--- src/sv/cba_pkg.sv ---
// ----------------------------------------------------------------------------
// cba_pkg
// Shared types for the contiguous block allocator: block tags, operation
// codes and the command and status groups between controller and datapath.
// ----------------------------------------------------------------------------
`timescale 1ns / 1ps
`default_nettype none

package cba_pkg;

  typedef enum logic [2:0] {
    TAG_FREE   = 3'd0,
    TAG_SINGLE = 3'd1,
    TAG_FIRST  = 3'd2,
    TAG_CONT   = 3'd3,
    TAG_LAST   = 3'd4
  } tag_e;

  typedef enum logic {
    FUNC_ALLOC = 1'b0,
    FUNC_FREE  = 1'b1
  } func_e;

  typedef struct packed {
    logic load;
    logic prep;
    logic scan;
    logic mark;
    logic clear;
    logic emit;
    logic emit_ok;
  } cmd_t;

  typedef struct packed {
    logic is_free;
    logic bad_req;
    logic hit;
    logic scan_end;
    logic wr_done;
    logic out_busy;
  } status_t;

endpackage

`default_nettype wire

--- src/sv/cba_ctrl.sv ---
// ----------------------------------------------------------------------------
// cba_ctrl
// Sequencer for the allocator: request check, tag scan, run marking,
// run clearing and hand-off of the response beat.
// ----------------------------------------------------------------------------
`timescale 1ns / 1ps
`default_nettype none

module cba_ctrl import cba_pkg::*; (
  input  wire logic    clk_i,
  input  wire logic    rst_ni,
  input  wire logic    req_valid_i,
  output logic         req_ready_o,
  input  wire status_t status_i,
  output cmd_t         cmd_o
);

  typedef enum logic [2:0] {
    ST_IDLE,
    ST_CHECK,
    ST_SCAN,
    ST_MARK,
    ST_CLEAR,
    ST_RESP
  } state_e;

  state_e state_q, state_d;
  logic   ok_q, ok_d;

  always_comb begin
    state_d      = state_q;
    ok_d         = ok_q;
    cmd_o        = '0;
    cmd_o.emit_ok = ok_q;
    req_ready_o  = 1'b0;
    unique case (state_q)
      ST_IDLE: begin
        req_ready_o = 1'b1;
        if (req_valid_i) begin
          cmd_o.load = 1'b1;
          state_d    = ST_CHECK;
        end
      end
      ST_CHECK: begin
        cmd_o.prep = 1'b1;
        if (status_i.bad_req) begin
          ok_d    = 1'b0;
          state_d = ST_RESP;
        end else if (status_i.is_free) begin
          state_d = ST_CLEAR;
        end else begin
          state_d = ST_SCAN;
        end
      end
      ST_SCAN: begin
        cmd_o.scan = 1'b1;
        if (status_i.hit) begin
          state_d = ST_MARK;
        end else if (status_i.scan_end) begin
          ok_d    = 1'b0;
          state_d = ST_RESP;
        end
      end
      ST_MARK: begin
        cmd_o.mark = 1'b1;
        if (status_i.wr_done) begin
          ok_d    = 1'b1;
          state_d = ST_RESP;
        end
      end
      ST_CLEAR: begin
        cmd_o.clear = 1'b1;
        if (status_i.wr_done) begin
          ok_d    = 1'b1;
          state_d = ST_RESP;
        end
      end
      ST_RESP: begin
        if (!status_i.out_busy) begin
          cmd_o.emit = 1'b1;
          state_d    = ST_IDLE;
        end
      end
      default: state_d = ST_IDLE;
    endcase
  end

  always_ff @(posedge clk_i or negedge rst_ni) begin
    if (!rst_ni) begin
      state_q <= ST_IDLE;
      ok_q    <= 1'b0;
    end else begin
      state_q <= state_d;
      ok_q    <= ok_d;
    end
  end

endmodule

`default_nettype wire

--- src/sv/cba_dp.sv ---
// ----------------------------------------------------------------------------
// cba_dp
// Datapath of the allocator: request registers, tag memory with per-block
// valid bits, scan pointer and run counter, and the response register.
// ----------------------------------------------------------------------------
`timescale 1ns / 1ps
`default_nettype none

module cba_dp import cba_pkg::*; #(
  parameter int BLOCKS = 16
) (
  input  wire logic       clk_i,
  input  wire logic       rst_ni,
  input  wire cmd_t       cmd_i,
  output status_t         status_o,
  input  wire logic       req_func_i,
  input  wire logic [4:0] req_count_i,
  input  wire logic [3:0] req_start_i,
  output logic            rsp_valid_o,
  input  wire logic       rsp_ready_i,
  output logic            rsp_ok_o,
  output logic [3:0]      rsp_run_start_o
);

  localparam int IW = $clog2(BLOCKS);
  localparam int CW = $clog2(BLOCKS + 1);
  localparam int SW = ((CW > 5) ? CW : 5) + 1;
  localparam logic [SW-1:0] BLOCKS_W = SW'(BLOCKS);
  localparam logic [SW-1:0] LAST_W   = SW'(BLOCKS - 1);
  localparam logic [SW-1:0] ONE_W    = SW'(1);

  tag_e            mem_q [BLOCKS];
  logic [BLOCKS-1:0] valid_q;

  func_e           func_q;
  logic [SW-1:0]   want_q;
  logic [SW-1:0]   start_q;
  logic [SW-1:0]   end_q;
  logic [SW-1:0]   ptr_q;
  logic [SW-1:0]   run_q;
  logic [SW-1:0]   rd_idx_q;
  logic            rd_pend_q;
  logic            rd_valid_q;
  tag_e            rd_tag_q;

  logic            out_valid_q;
  logic            out_ok_q;
  logic [3:0]      out_start_q;

  logic [IW-1:0]   addr;
  logic            issue;
  logic            tag_is_free;
  logic            hit;
  logic [SW-1:0]   free_len;
  logic [SW-1:0]   free_sum;
  logic [SW-1:0]   free_end;
  tag_e            mark_tag;

  assign addr        = ptr_q[IW-1:0];
  assign issue       = (ptr_q < BLOCKS_W);
  assign tag_is_free = !rd_valid_q || (rd_tag_q == TAG_FREE);
  assign hit         = rd_pend_q && tag_is_free && ((run_q + ONE_W) == want_q);

  assign free_len = (want_q == '0) ? ONE_W : want_q;
  assign free_sum = start_q + free_len;
  assign free_end = (free_sum > BLOCKS_W) ? LAST_W : (free_sum - ONE_W);

  always_comb begin
    priority if (want_q == ONE_W) begin
      mark_tag = TAG_SINGLE;
    end else if (ptr_q == start_q) begin
      mark_tag = TAG_FIRST;
    end else if (ptr_q == end_q) begin
      mark_tag = TAG_LAST;
    end else begin
      mark_tag = TAG_CONT;
    end
  end

  always_comb begin
    status_o.is_free  = (func_q == FUNC_FREE);
    status_o.bad_req  = (func_q == FUNC_FREE) ? (start_q >= BLOCKS_W)
                                              : ((want_q == '0) || (want_q > BLOCKS_W));
    status_o.hit      = hit;
    status_o.scan_end = rd_pend_q && !hit && (rd_idx_q == LAST_W);
    status_o.wr_done  = (ptr_q == end_q);
    status_o.out_busy = out_valid_q && !rsp_ready_i;
  end

  always_ff @(posedge clk_i) begin
    if (cmd_i.load) begin
      func_q  <= func_e'(req_func_i);
      want_q  <= SW'(req_count_i);
      start_q <= SW'(req_start_i);
    end
    if (cmd_i.prep) begin
      if (func_q == FUNC_FREE) begin
        ptr_q <= start_q;
        end_q <= free_end;
      end else begin
        ptr_q <= '0;
      end
      run_q <= '0;
    end
    if (cmd_i.scan) begin
      rd_tag_q <= mem_q[addr];
      rd_idx_q <= ptr_q;
      if (rd_pend_q) begin
        run_q <= tag_is_free ? (run_q + ONE_W) : '0;
      end
      if (hit) begin
        start_q <= rd_idx_q + ONE_W - want_q;
        ptr_q   <= rd_idx_q + ONE_W - want_q;
        end_q   <= rd_idx_q;
      end else if (issue) begin
        ptr_q <= ptr_q + ONE_W;
      end
    end
    if (cmd_i.mark) begin
      mem_q[addr] <= mark_tag;
      ptr_q       <= ptr_q + ONE_W;
    end
    if (cmd_i.clear) begin
      mem_q[addr] <= TAG_FREE;
      ptr_q       <= ptr_q + ONE_W;
    end
    if (cmd_i.emit) begin
      out_ok_q    <= cmd_i.emit_ok;
      out_start_q <= (cmd_i.emit_ok && (func_q == FUNC_ALLOC)) ? start_q[3:0] : 4'd0;
    end
  end

  always_ff @(posedge clk_i or negedge rst_ni) begin
    if (!rst_ni) begin
      valid_q     <= '0;
      rd_pend_q   <= 1'b0;
      rd_valid_q  <= 1'b0;
      out_valid_q <= 1'b0;
    end else begin
      if (cmd_i.prep) begin
        rd_pend_q <= 1'b0;
      end
      if (cmd_i.scan) begin
        rd_pend_q  <= issue && !hit;
        rd_valid_q <= valid_q[addr];
      end
      if (cmd_i.mark) begin
        valid_q[addr] <= 1'b1;
      end
      if (cmd_i.clear) begin
        valid_q[addr] <= 1'b0;
      end
      if (cmd_i.emit) begin
        out_valid_q <= 1'b1;
      end else if (rsp_ready_i) begin
        out_valid_q <= 1'b0;
      end
    end
  end

  assign rsp_valid_o     = out_valid_q;
  assign rsp_ok_o        = out_ok_q;
  assign rsp_run_start_o = out_start_q;

endmodule

`default_nettype wire

--- src/sv/contiguous_block_allocator_core.sv ---
// ----------------------------------------------------------------------------
// contiguous_block_allocator_core
// First-fit allocator of contiguous block runs over a pool of BLOCKS tags.
// ----------------------------------------------------------------------------
//
//   Port group   Dir  Beat contents
//   s_axis       in   tuser: func; tdata: count, start_block
//   m_axis       out  tuser: ok;   tdata: run_start
//
// An allocate runs the load and check steps, scans one block per cycle up to
// the end of the first fitting run, then marks one block per cycle over the
// run, then loads the response once m_axis is free.
// A free runs the load and check steps, clears one block per cycle, then loads the response.
// The tag memory has a single port, so scan and marking share it in turn.
// Reset marks every block free at once through per-block valid bits.
// A new request is taken while the previous response still waits on m_axis.
// ----------------------------------------------------------------------------
`timescale 1ns / 1ps
`default_nettype none

module contiguous_block_allocator_core import cba_pkg::*; #(
  parameter int BLOCKS = 16
) (
  input  wire logic        clk_i,
  input  wire logic        rst_ni,
  input  wire logic        s_axis_tvalid,
  output logic             s_axis_tready,
  input  wire logic [15:0] s_axis_tdata,  // count[4:0], start_block[8:5], zero fill
  input  wire logic [0:0]  s_axis_tuser,  // func[0]
  output logic             m_axis_tvalid,
  input  wire logic        m_axis_tready,
  output logic [7:0]       m_axis_tdata,  // run_start[3:0], zero fill
  output logic [0:0]       m_axis_tuser   // ok[0]
);

  cmd_t       cmd;
  status_t    status;
  logic       rsp_ok;
  logic [3:0] rsp_run_start;

  cba_ctrl u_ctrl (
    .clk_i       (clk_i),
    .rst_ni      (rst_ni),
    .req_valid_i (s_axis_tvalid),
    .req_ready_o (s_axis_tready),
    .status_i    (status),
    .cmd_o       (cmd)
  );

  cba_dp #(
    .BLOCKS (BLOCKS)
  ) u_dp (
    .clk_i           (clk_i),
    .rst_ni          (rst_ni),
    .cmd_i           (cmd),
    .status_o        (status),
    .req_func_i      (s_axis_tuser[0]),
    .req_count_i     (s_axis_tdata[4:0]),
    .req_start_i     (s_axis_tdata[8:5]),
    .rsp_valid_o     (m_axis_tvalid),
    .rsp_ready_i     (m_axis_tready),
    .rsp_ok_o        (rsp_ok),
    .rsp_run_start_o (rsp_run_start)
  );

  assign m_axis_tdata = {4'd0, rsp_run_start};
  assign m_axis_tuser = rsp_ok;

endmodule

`default_nettype wire

--- config.mk ---
export PLATFORM = sky130hd
export DESIGN_NAME = contiguous_block_allocator_core
export DESIGN_NICKNAME = d
export VERILOG_FILES = /design/src/sv/cba_pkg.sv /design/src/sv/cba_ctrl.sv /design/src/sv/cba_dp.sv /design/src/sv/contiguous_block_allocator_core.sv
export SDC_FILE = /design/constraint.sdc
export NUM_CORES = 1
export LEC_CHECK = 0
export BUFFER_PORTS_ARGS = -buffer_cell sky130_fd_sc_hd__buf_2
export CORE_ASPECT_RATIO = 1.1
export CORE_MARGIN = 2
export CORE_UTILIZATION = 33
export CTS_CLUSTER_DIAMETER = 150
export DETAILED_ROUTE_END_ITERATION = 16
export PLACE_DENSITY = 0.47
export SLEW_MARGIN = 5
export SYNTH_ARGS = -nofsm -noshare
export SYNTH_HDL_FRONTEND = slang
export SYNTH_SLANG_ARGS = --single-unit
--- constraint.sdc ---
create_clock -name clk_i -period 5.3 [get_ports clk_i]
set_input_delay 0 -clock clk_i [delete_from_list [all_inputs] [get_ports clk_i]]
set_output_delay 0 -clock clk_i [all_outputs]
set_load 0.02 [all_outputs]
==> results by group, run 1 <==
Outcome
  – Status: completed

Setup path
  – CP Class: reg -> reg
  – CP endpoint kind: register
  – Critical Path Start Type: register
  – Worst EP required: around 5.6 ns
  – Arrival @ worst endpoint: slightly below 4 ns
  – CP Max Fanout: 6
  – R2R cell count: 12

Logic synthesis
  – Synthesized instance count: between 500 and 600
  – Adder-Cell Fraction of Synth Area: 5.20%
  – Largest area contributor in the netlist: edfxtp_1
  – Netlist cell types: 67
  – Post-Syn Area per Cell: 11.3 sq um
  – Main combinational cell family by area after synthesis: simple AND/OR/NAND/NOR gates
  – Synth Area in Compound Gates: between 10% and 20%
  – Synthesis-stage register bit count: around 120
  – Ys async rst share: between 20% and 30%
  – Post-synth top area share: 32.7%
  – Mux cell area share after synthesis: 10.1%
  – Seq/Total Area, Yosys: roughly 50%
  – Synth area leaders: edfxtp_1 (33%), dfrtp_1 (9.2%), dfxtp_1 (7.7%), mux4_2 (7.2%), ha_1 (4.4%)
  – Synth Cell Area: ~0.0063 sq mm
  – Ys Warns: 0
  – Number of synthesized flops with an enable pin: between 60 and 70
  – Primary FF master, synth: edfxtp_1
  – Synth Area in Simple Gates: 13.0%
  – Synth Area in XOR/XNOR: around 5%

Routing
  – Detailed router's first-iteration violation count: roughly 230
  – Routed Antenna Nets: 0
  – Drt total wl: about 16 mm
  – # DRC: 0
  – Per-cell routed wire length: about 19 um
  – Via density: between 5 and 6
  – Via Count: 4351
  – Router iterations before antenna repair: 4

Layout
  – Share of cells above drive strength 1: between 10% and 20%
  – Ant diodes: 0
  – Final nets: 617
  – Post-Route Utilization: between 30% and 40%
  – Multi-input logic area: 0.00289 sq mm
  – Fillers: roughly 1800
  – Register area: around 0.0031 sq mm
  – Area grow syn2layout: 16.1%

Die
  – Initial Util: between 30 and 40%
  – Die span in y: about 150 um
  – Die Area: about 0.020 sq mm
  – Cell Rows: 52
  – Die width: ~140 um
  – Ports: 32
  – Core footprint: roughly 0.018 sq mm

Power and ir drop
  – Tot Pwr: around 4.5 mW
  – PwrDens: 618 mW/mm^2
  – Worst vdd ir: ~0.25 mV
  – Static leakage: 2.85 nW

STA
  – Post-Route Skew: 0.00914 ns
  – Pin slew with the least headroom to its limit: about 1.1 ns
  – Unrepaired setup endpoints after global routing: false
  – Slew headroom: a little over a quarter
  – WHS: about 0.11 ns
  – Sum of negative setup slack: 0 ns
  – Ratio of final minimum period to clock period: 66.9%
  – Number of setup violations in the final report: 0
  – Fmax: around 280 MHz
  – Fin. max-slew vios: 0
  – Hold Vio Cnt, Final: 0
  – Post-layout min period: 3.55 ns

Clocking
  – Postcts setup bufs: 0
  – Hold-fix buffers, CTS: 12
  – H-tree Lvls: 4
  – Max Buffers Root-to-Sink: 2
  – Number of buffers created by CTS: 17
  – Worst-path clk slew: 0.06 ns
  – Sinks on Clock Net: approximately 120
  – Worst-skew pair later-pin latency: 0.43 ns
  – CTS tree: yes
  – # resized after CTS: 0
  – Root Driver: clkbuf_16

GRT
  – First-pass GRT wire length: around 25 mm
  – Vias in the first global route: 4395
  – Largest net degree at the start of global routing: 28
  – GRT Overall Usage: roughly 17%
  – Initial antenna violation count: 0
  – GRT overflow: 0

Place
  – RD Place Congestion: around 0.8
  – HPWL Detailed: approximately 11 mm
  – I/O Buffers: 20

Flow run
  – Max_cap viols: 0

Min path
  – Worst hold path type: in -> async
-- registers in the layout, summed over array words and instances, names as in the netlist, named ones only --
register              count
u_dp.start_q              6
u_dp.func_q               1
u_dp.run_q                6
u_dp.rd_pend_q            1
u_dp.end_q                6
u_dp.want_q               5
u_dp.rsp_valid_o          1
u_dp.rd_idx_q             6
u_dp.rd_tag_q             3
u_dp.rsp_run_start_o      4
u_dp.valid_q             15
u_dp.ptr_q                6
u_dp.rsp_ok_o             1
u_dp.rd_valid_q           1
u_ctrl.ok_q               1
u_dp.mem_q               48
u_ctrl.state_q            3
-- Yosys cell counts, drive strengths merged (2+ instances only) --
| master | n |
|---|---|
| nor2b | 9 |
| o221ai | 2 |
| nand2 | 35 |
| and2 | 5 |
| ha | 22 |
| or2 | 3 |
| a31oi | 30 |
| o21ai | 14 |
| buf | 16 |
| a22o | 3 |
| o31ai | 4 |
| nor2 | 37 |
| mux2 | 6 |
| mux2i | 11 |
| o22ai | 3 |
| a21o | 5 |
| mux4 | 20 |
| o21a | 2 |
| a211o | 4 |
| a21oi | 36 |
| xor2 | 13 |
| o2111ai | 2 |
| fa | 2 |
| edfxtp | 68 |
| inv | 23 |
| a41oi | 4 |
| nor3b | 4 |
| nor3 | 10 |
| nand3 | 13 |
| xnor2 | 22 |
| nand2b | 5 |
| dfxtp | 24 |
| nor4 | 5 |
| dfrtp | 23 |
| a211oi | 4 |
| clkbuf | 26 |
| o211ai | 2 |
| and3 | 18 |
-- power breakdown --
group	internal [mW]	switching [mW]
sequential	1.25	0.220
clock	0.715	0.483
combinational	0.723	1.10
total	2.69	1.80
-- worst max-delay path: stages, from the launching register on --
cell and delay, ns:
edfxtp_1 0.47, nor4_1 0.36, ha_1 0.25, or2_2 0.15, ha_1 0.18, inv_1 0.06
fa_1 0.60, nor3b_1 0.26, mux2i_1 0.11, a221oi_1 0.29, xor2_1 0.26, a41oi_1 0.14
mux2_2 0.29
-- through the flow --
stage	setup slack [ns]	cells	area, sq um
global placement	1.87	784	6530
floorplan	2.23	557	6260
CTS	1.74	828	7260
detailed placement	1.83	784	6530
finish	1.75	828	7260
global route	1.54	828	7260
-- final cells by class --
type                            count  area share [%]
Multi-Input combinational cell    376            39.8
Tap cell                          243            4.19
Timing Repair Buffer               38            3.65
Clock buffer                       17            5.86
Clock inverter                     15            2.60
Inverter                           24            1.24
Sequential cell                   115            42.7
-- worst paths after layout --
check,end,startpoint,slack (ns)
min in group clk_i,u_dp.start_q[5],s_axis_tvalid,0.16
setup / recovery,u_dp.end_q[3],u_dp.want_q[0],1.75
hold reg to reg,u_dp.rd_valid_q,u_dp.rd_valid_q,0.50
setup reg to reg,u_dp.end_q[3],u_dp.want_q[0],1.75
hold / removal,u_dp.valid_q[9],rst_ni,0.11
max in group asynchronous,u_ctrl.state_q[1],rst_ni,4.81
-- kinds of logic after synthesis --
kind of cell / Yosys count
simple gates: 151
fa+ha+maj: 25
other cells: 1
flops: 115
compound gates: 124
buf+inv: 66
xor+xnor: 35
mux: 37
-- cells in the final DEF (no fill, tap or decap), drive strengths merged, types with 9 or more instances in the layout --
master / netlist / routed
mux4: 20 / 20
xor2: 13 / 13
dlygate4sd3: 0 / 12
dfrtp: 23 / 23
ha: 22 / 22
o21ai: 14 / 14
nor2b: 9 / 9
xnor2: 22 / 22
nor2: 37 / 37
nor3: 10 / 10
dfxtp: 24 / 24
a31oi: 30 / 30
inv: 23 / 31
a21oi: 36 / 36
edfxtp: 68 / 68
clkbuf: 26 / 17
and3: 18 / 18
nand2: 35 / 35
mux2i: 11 / 11
buf: 16 / 26
nand3: 13 / 13
-- per-layer routing --
layer	GRT usage [%]	wire, um	part of all wire, %
met4	7.19	384	2.5
met2	27.3	7640	49
met5	0	0	0
met3	3.51	448	2.9
met1	21.0	7090	46
No activity file was read; power rests on OpenSTA's default activity.
==> inputs of run 2 (changes only) <==
PLACE_DENSITY = 0.49   (was 0.47)
clock period = 3.1 ns   (was 5.3 ns; I/O delays follow)
==> run 2 against run 1 <==
Compared with the run above: die area unchanged; wire length shrank 0.29%; largest cell class unchanged; non-clock buffer count increased by 27; total power grew 78%; critical path type unchanged.
==> results by group, run 2 (same netlist as run 1, synthesis figures left out) <==
Routing
  – WL met3: between 500 and 600 um
  – Routed Antenna Nets: 0
  – Via Count: approximately 4400
  – Routed wl met2: 7.54 mm
  – Drt total wl: ~16 mm
  – Router iterations before antenna repair: 4
  – Wire length on met1: between 7 and 8 mm
  – Top Layer Used: met4
  – Detailed router's first-iteration violation count: ~270
  – Via density: about 5.2
  – # DRC: 0
  – Per-cell routed wire length: around 18 um

STA
  – WHS: ~0.12 ns
  – Ratio of final minimum period to clock period: 96.8%
  – Pin slew with the least headroom to its limit: around 1.1 ns
  – Fmax: 333 MHz
  – Unrepaired setup endpoints after global routing: true
  – Fin. max-slew vios: 0
  – Slew headroom: between 20% and 30%
  – Worst Setup Slack, final: roughly 0.1 ns
  – Post-Route Skew: 0.0122 ns
  – Hold Vio Cnt, Final: 0
  – Number of setup violations in the final report: 0
  – Post-layout min period: between 2 and 3 ns

Setup path
  – Arrival @ worst endpoint: around 3.3 ns
  – Cell Chain, Critical Path: nor4_2 > ha_2 > or2_4 > ha_4 > inv_2 > fa_2 > nor3b_4 > mux2i_1 > a221oi_2 > xor2_1 > a41oi_1 > mux2_4
  – CP endpoint kind: register
  – Delay of the slowest critical-path stage: about 0.53 ns
  – Reg-to-reg slack, setup: 0.10 ns
  – CP Max Fanout: 2
  – Worst EP required: 3.40 ns
  – Crit path max-delay cell type: fa_2
  – Critical Path Start Type: register
  – CP Class: reg -> reg

Power and ir drop
  – Worst vdd ir: around 0.46 mV
  – Static leakage: ~3 nW
  – Switching power: between 3 and 4 mW
  – Sequential Power Share: around 30%
  – Comb power frac: 43.4%
  – PwrDens: approximately 1100 mW/mm^2
  – Clock share of power: 26.5%
  – Internal power: roughly 4.9 mW
  – Sw frac: between 30 and 40%

Die
  – Die Area: between 0.02 and 0.025 sq mm
  – Core footprint: ~0.018 sq mm
  – Die span in y: 148 um
  – Cell Rows: 52
  – Die width: roughly 140 um
  – Initial Util: about a third
  – Ports: 32

Outcome
  – Status: completed

Place
  – DP Area: about 0.0067 sq mm
  – Placed insts: 810
  – I/O Buffers: 20
  – RD Place Congestion: roughly 0.84
  – Post-Place Setup Slack: -0.00972 ns
  – HPWL Detailed: between 10 and 15 mm

GRT
  – Initial antenna violation count: 0
  – First-pass GRT wire length: 25.2 mm
  – Vias in the first global route: 4489
  – GRT Overall Usage: ~17%
  – GRT overflow: 0
  – Largest net degree at the start of global routing: 26

Clocking
  – Max Buffers Root-to-Sink: 2
  – Sinks on Clock Net: ~120
  – H-tree Lvls: 4
  – Root Driver: clkbuf_16
  – Worst-skew pair later-pin latency: 0.42 ns
  – Number of buffers created by CTS: 17
  – Worst-path clk slew: about 0.06 ns
  – CTS tree: yes

Layout
  – Area grow syn2layout: 21.0%
  – Design Area, Final: 0.00756 sq mm
  – Share of cells above drive strength 1: 22.5%
  – Most common cell after layout, fill and taps aside: edfxtp_1
  – Ant diodes: 0
  – Regs by FF count: u_dp.mem_q: 48 flops, u_dp.valid_q: 15 flops
  – Max reg flops: between 40 and 50
  – Post-Route Utilization: between 40% and 50%
  – Final Non-Filler Cells: between 800 and 900
  – Final nets: around 640
  – Largest Register: u_dp.mem_q
  – Commonest non-fill, non-tap cells in the layout: edfxtp_1 (68), nor2_1 (37), nand2_1 (34), a21oi_1 (34), buf_4 (33)

Min path
  – Worst hold path type: in -> async

Flow run
  – Max_cap viols: 0
## run 2: changes by cell type in the layout (fill, tap and decap cells not counted), sizes merged
cell,delta
buf,+27
clkinv,-2
bufinv,+1
inv,+1
## run 2: what timing repair did
action	in CTS	in global routing
endpoints found under the hold margin	34	0
pin swaps	0	7
setup endpoints to repair	4	6
setup buffers	0	1
resized for setup	1	17
hold buffers	12	0
## run 2: worst max-delay path: cells and delay by family, from the launching register on
kind | cells | cell delay, ns
multiplexers | 2 | 0.38
buffers and inverters | 1 | 0.04
AND/OR/NAND/NOR | 3 | 0.60
flip-flops | 1 | 0.40
adder cells (fa/ha/maj) | 3 | 0.87
AO/OA/AOI/OAI | 2 | 0.40
XOR/XNOR | 1 | 0.19
## run 2: layout make-up
| class | instances | area (sq um) |
|---|---|---|
| well taps | 243 | 304 |
| clock buffers | 17 | 425 |
| clock inverters | 15 | 210 |
| repair buffers | 65 | 468 |
| fillers | 1777 | 10900 |
| multi-input cells | 376 | 2970 |
| inverters | 24 | 90.1 |
| flip-flops and latches | 115 | 3100 |
## run 2: final timing paths
| check | depth (start not counted) | from | to |
|---|---|---|---|
| worst max-delay path | 12 | u_dp.want_q[3] | u_dp.end_q[3] |
| worst min-delay path | 2 | rst_ni | u_dp.valid_q[6] |
| worst max register to register | 12 | u_dp.want_q[3] | u_dp.end_q[3] |
| worst min register to register | 2 | u_dp.rd_valid_q | u_dp.rd_valid_q |
| max in group asynchronous | 2 | rst_ni | u_dp.rd_valid_q |
| min in group clk_i | 3 | s_axis_tvalid | u_dp.start_q[5] |
## run 2: power groups by stage
stage	clock (mW)	combinational (mW)	sequential, mW
after CTS	2.15	3.39	2.41
final	2.12	3.47	2.41
after global placement	0	3.33	2.43
after detailed placement	0	3.36	2.44
after global routing	2.22	3.84	2.45
after floorplan	0	2.42	2.33
## run 2: per-layer routing
metal / vias to the layer above / track usage [%]
li1: 2155 / -
met1: 2143 / 21.7
met2: 94 / 26.4
met3: 28 / 3.75
met4: 0 / 6.77
met5: - / 0
## run 2: stage by stage
stage	power, mW	setup TNS [ns]
3_5_place_dp	5.80	-0.0285
4_1_cts	7.95	0
2_1_floorplan	4.75	0
5_1_grt	8.51	-0.0478
6_report	8.00	0
3_3_place_gp	5.76	0
==> inputs of run 3 (changes only) <==
BUFFER_PORTS_ARGS = -buffer_cell sky130_fd_sc_hd__clkbuf_2   (was -buffer_cell sky130_fd_sc_hd__buf_2)
==> run 3 against run 2 <==
Compared with the run above: total power fell by 2.3%; setup slack improved by 0.018 ns; clock power fell by 10%; non-clock buffer count rose by 2; sequential power barely moved; hold slack got worse by 0.011 ns; largest cell class unchanged.
==> results by group, run 3 (same netlist as run 1, synthesis figures left out) <==
Setup path
  – Critical Path Start Type: register
  – CP Class: reg -> reg
  – CP endpoint kind: register
  – Reg-to-Reg Start: u_dp.want_q[3]
  – Worst EP required: around 3.4 ns
  – Arrival @ worst endpoint: 3.29 ns
  – Worst Setup SP: u_dp.want_q[3]
  – CP Max Fanout: 2

GRT
  – GRT Overall Usage: 16.9%
  – Initial antenna violation count: 0
  – Largest net degree at the start of global routing: 26
  – GRT overflow: 0
  – Vias in the first global route: between 4000 and 5000
  – First-pass GRT wire length: roughly 25 mm

Die
  – Cell Rows: 52
  – Initial Util: about a third
  – Die span in y: 148 um
  – Ports: 32
  – Die Area: about 0.02 sq mm
  – Die width: 135 um
  – Core footprint: roughly 0.018 sq mm

STA
  – Pin slew with the least headroom to its limit: ~1.2 ns
  – Post-Route Skew: slightly above 0.008 ns
  – Fmax: roughly 340 MHz
  – Hold Vio Cnt, Final: 0
  – Number of setup violations in the final report: 0
  – Unrepaired setup endpoints after global routing: true
  – Ratio of final minimum period to clock period: 96.2%
  – Post-layout min period: approximately 3 ns
  – Slew headroom: a little under a quarter
  – Fin. max-slew vios: 0

Layout
  – Post-Route Utilization: 40.7%
  – Max reg flops: 48
  – Share of cells above drive strength 1: roughly 23%
  – Ant diodes: 0
  – Regs by FF count: u_dp.mem_q: 48 flops, u_dp.valid_q: 15 flops
  – Commonest non-fill, non-tap cells in the layout: edfxtp_1 (68), nor2_1 (37), buf_4 (35), nand2_1 (34), a21oi_1 (34)
  – Final nets: 646
  – Largest Register: u_dp.mem_q
  – Area grow syn2layout: 20.3%
  – Most common cell after layout, fill and taps aside: edfxtp_1

Power and ir drop
  – Tot Pwr: around 7.8 mW
  – Worst vdd ir: just over 0.5 mV
  – Switching power: ~3 mW
  – Sw frac: between 30% and 40%
  – Clock share of power: between 20% and 30%
  – Internal power: ~4.7 mW
  – Sequential Power Share: about 31%
  – Comb power frac: ~45%
  – Static leakage: between 3 and 4 nW
  – PwrDens: between 1000 and 1500 mW/mm^2

Routing
  – # DRC: 0
  – Drt total wl: roughly 16 mm
  – Detailed router's first-iteration violation count: between 200 and 300
  – Router iterations before antenna repair: 5
  – Via Count: 4442
  – Routed Antenna Nets: 0
  – Via density: slightly above 5
  – Per-cell routed wire length: between 15 and 20 um

Clocking
  – CTS tree: yes
  – H-tree Lvls: 4
  – Root Driver: clkbuf_16
  – Worst-skew pair later-pin latency: around 0.42 ns
  – Sinks on Clock Net: between 100 and 150
  – Worst-path clk slew: about 0.060 ns
  – Max Buffers Root-to-Sink: 2
  – Number of buffers created by CTS: 17

Place
  – I/O Buffers: 20
  – HPWL Detailed: 11.4 mm
  – RD Place Congestion: between 0.8 and 0.9

Min path
  – Worst hold path type: in -> reg
  – Min-delay src: s_axis_tvalid

Flow run
  – Max_cap viols: 0

Outcome
  – Status: completed
-- run 3: final timing paths --
path                       slack [ns]         endpoint  cells past startpoint
min                              0.10  u_dp.start_q[5]                      3
max in group asynchronous        2.54   u_dp.rd_pend_q                      2
min in group asynchronous        0.14      u_ctrl.ok_q                      2
min reg2reg                      0.48  u_dp.rd_valid_q                      2
max                              0.12    u_dp.end_q[3]                     12
max reg2reg                      0.12    u_dp.end_q[3]                     12
-- run 3: critical path: stages, from the launching register on --
cell and delay (ns):
edfxtp_1 0.40, nor4_2 0.30, ha_2 0.22, or2_4 0.12, ha_4 0.12, inv_2 0.03, fa_2 0.54, nor3b_4 0.18
mux2i_1 0.11, a221oi_2 0.26, xor2_1 0.19, a41oi_1 0.13, mux2_4 0.28
-- run 3: layer usage --
| layer | vias up | part of all wire (%) | global-route usage, % |
|---|---|---|---|
| met4 | 0 | 2.6 | 7.40 |
| met1 | 2192 | 45 | 21.2 |
| met5 | - | 0 | 0 |
| met3 | 29 | 2.8 | 3.41 |
| met2 | 77 | 49 | 28.1 |
| li1 | 2144 | - | - |
-- run 3: layout make-up --
class / count / area (sq um)
fill: 1771 / 11000
sequential: 115 / 3100
multi-input combinational: 376 / 2970
timing repair buffer: 67 / 483
clock buffer: 18 / 429
tap: 243 / 304
clock inverter: 14 / 145
inverter: 24 / 90.1
-- run 3: through the flow --
step	TNS (ns)	setup WS (ns)	area (sq um)	cells	hold slack, ns
finish	0	0.118	7520	857	0.104
global route	-0.285	-0.119	7520	857	0.125
CTS	0	0.00689	7430	855	0.0917
detailed placement	-0.0273	-0.0114	6730	811	0.0632
global placement	0	0.0637	6730	811	0.0486
floorplan	0	0.0251	6260	557	-0.296
-- run 3: power groups by stage --
stage                     clock, mW  combinational [mW]  sequential [mW]
after global placement            0                3.35             2.42
final                          1.90                3.52             2.40
after global routing           2.00                3.90             2.44
after floorplan                   0                2.42             2.33
after detailed placement          0                3.40             2.43
after CTS                      1.94                3.43             2.40
-- run 3: repair_timing --
item,CTS,global route
setup buffers,0,2
resized for setup,1,17
pin swaps,0,8
hold endpoints to repair,34,0
hold buffers,12,0
setup endpoints to repair,4,6
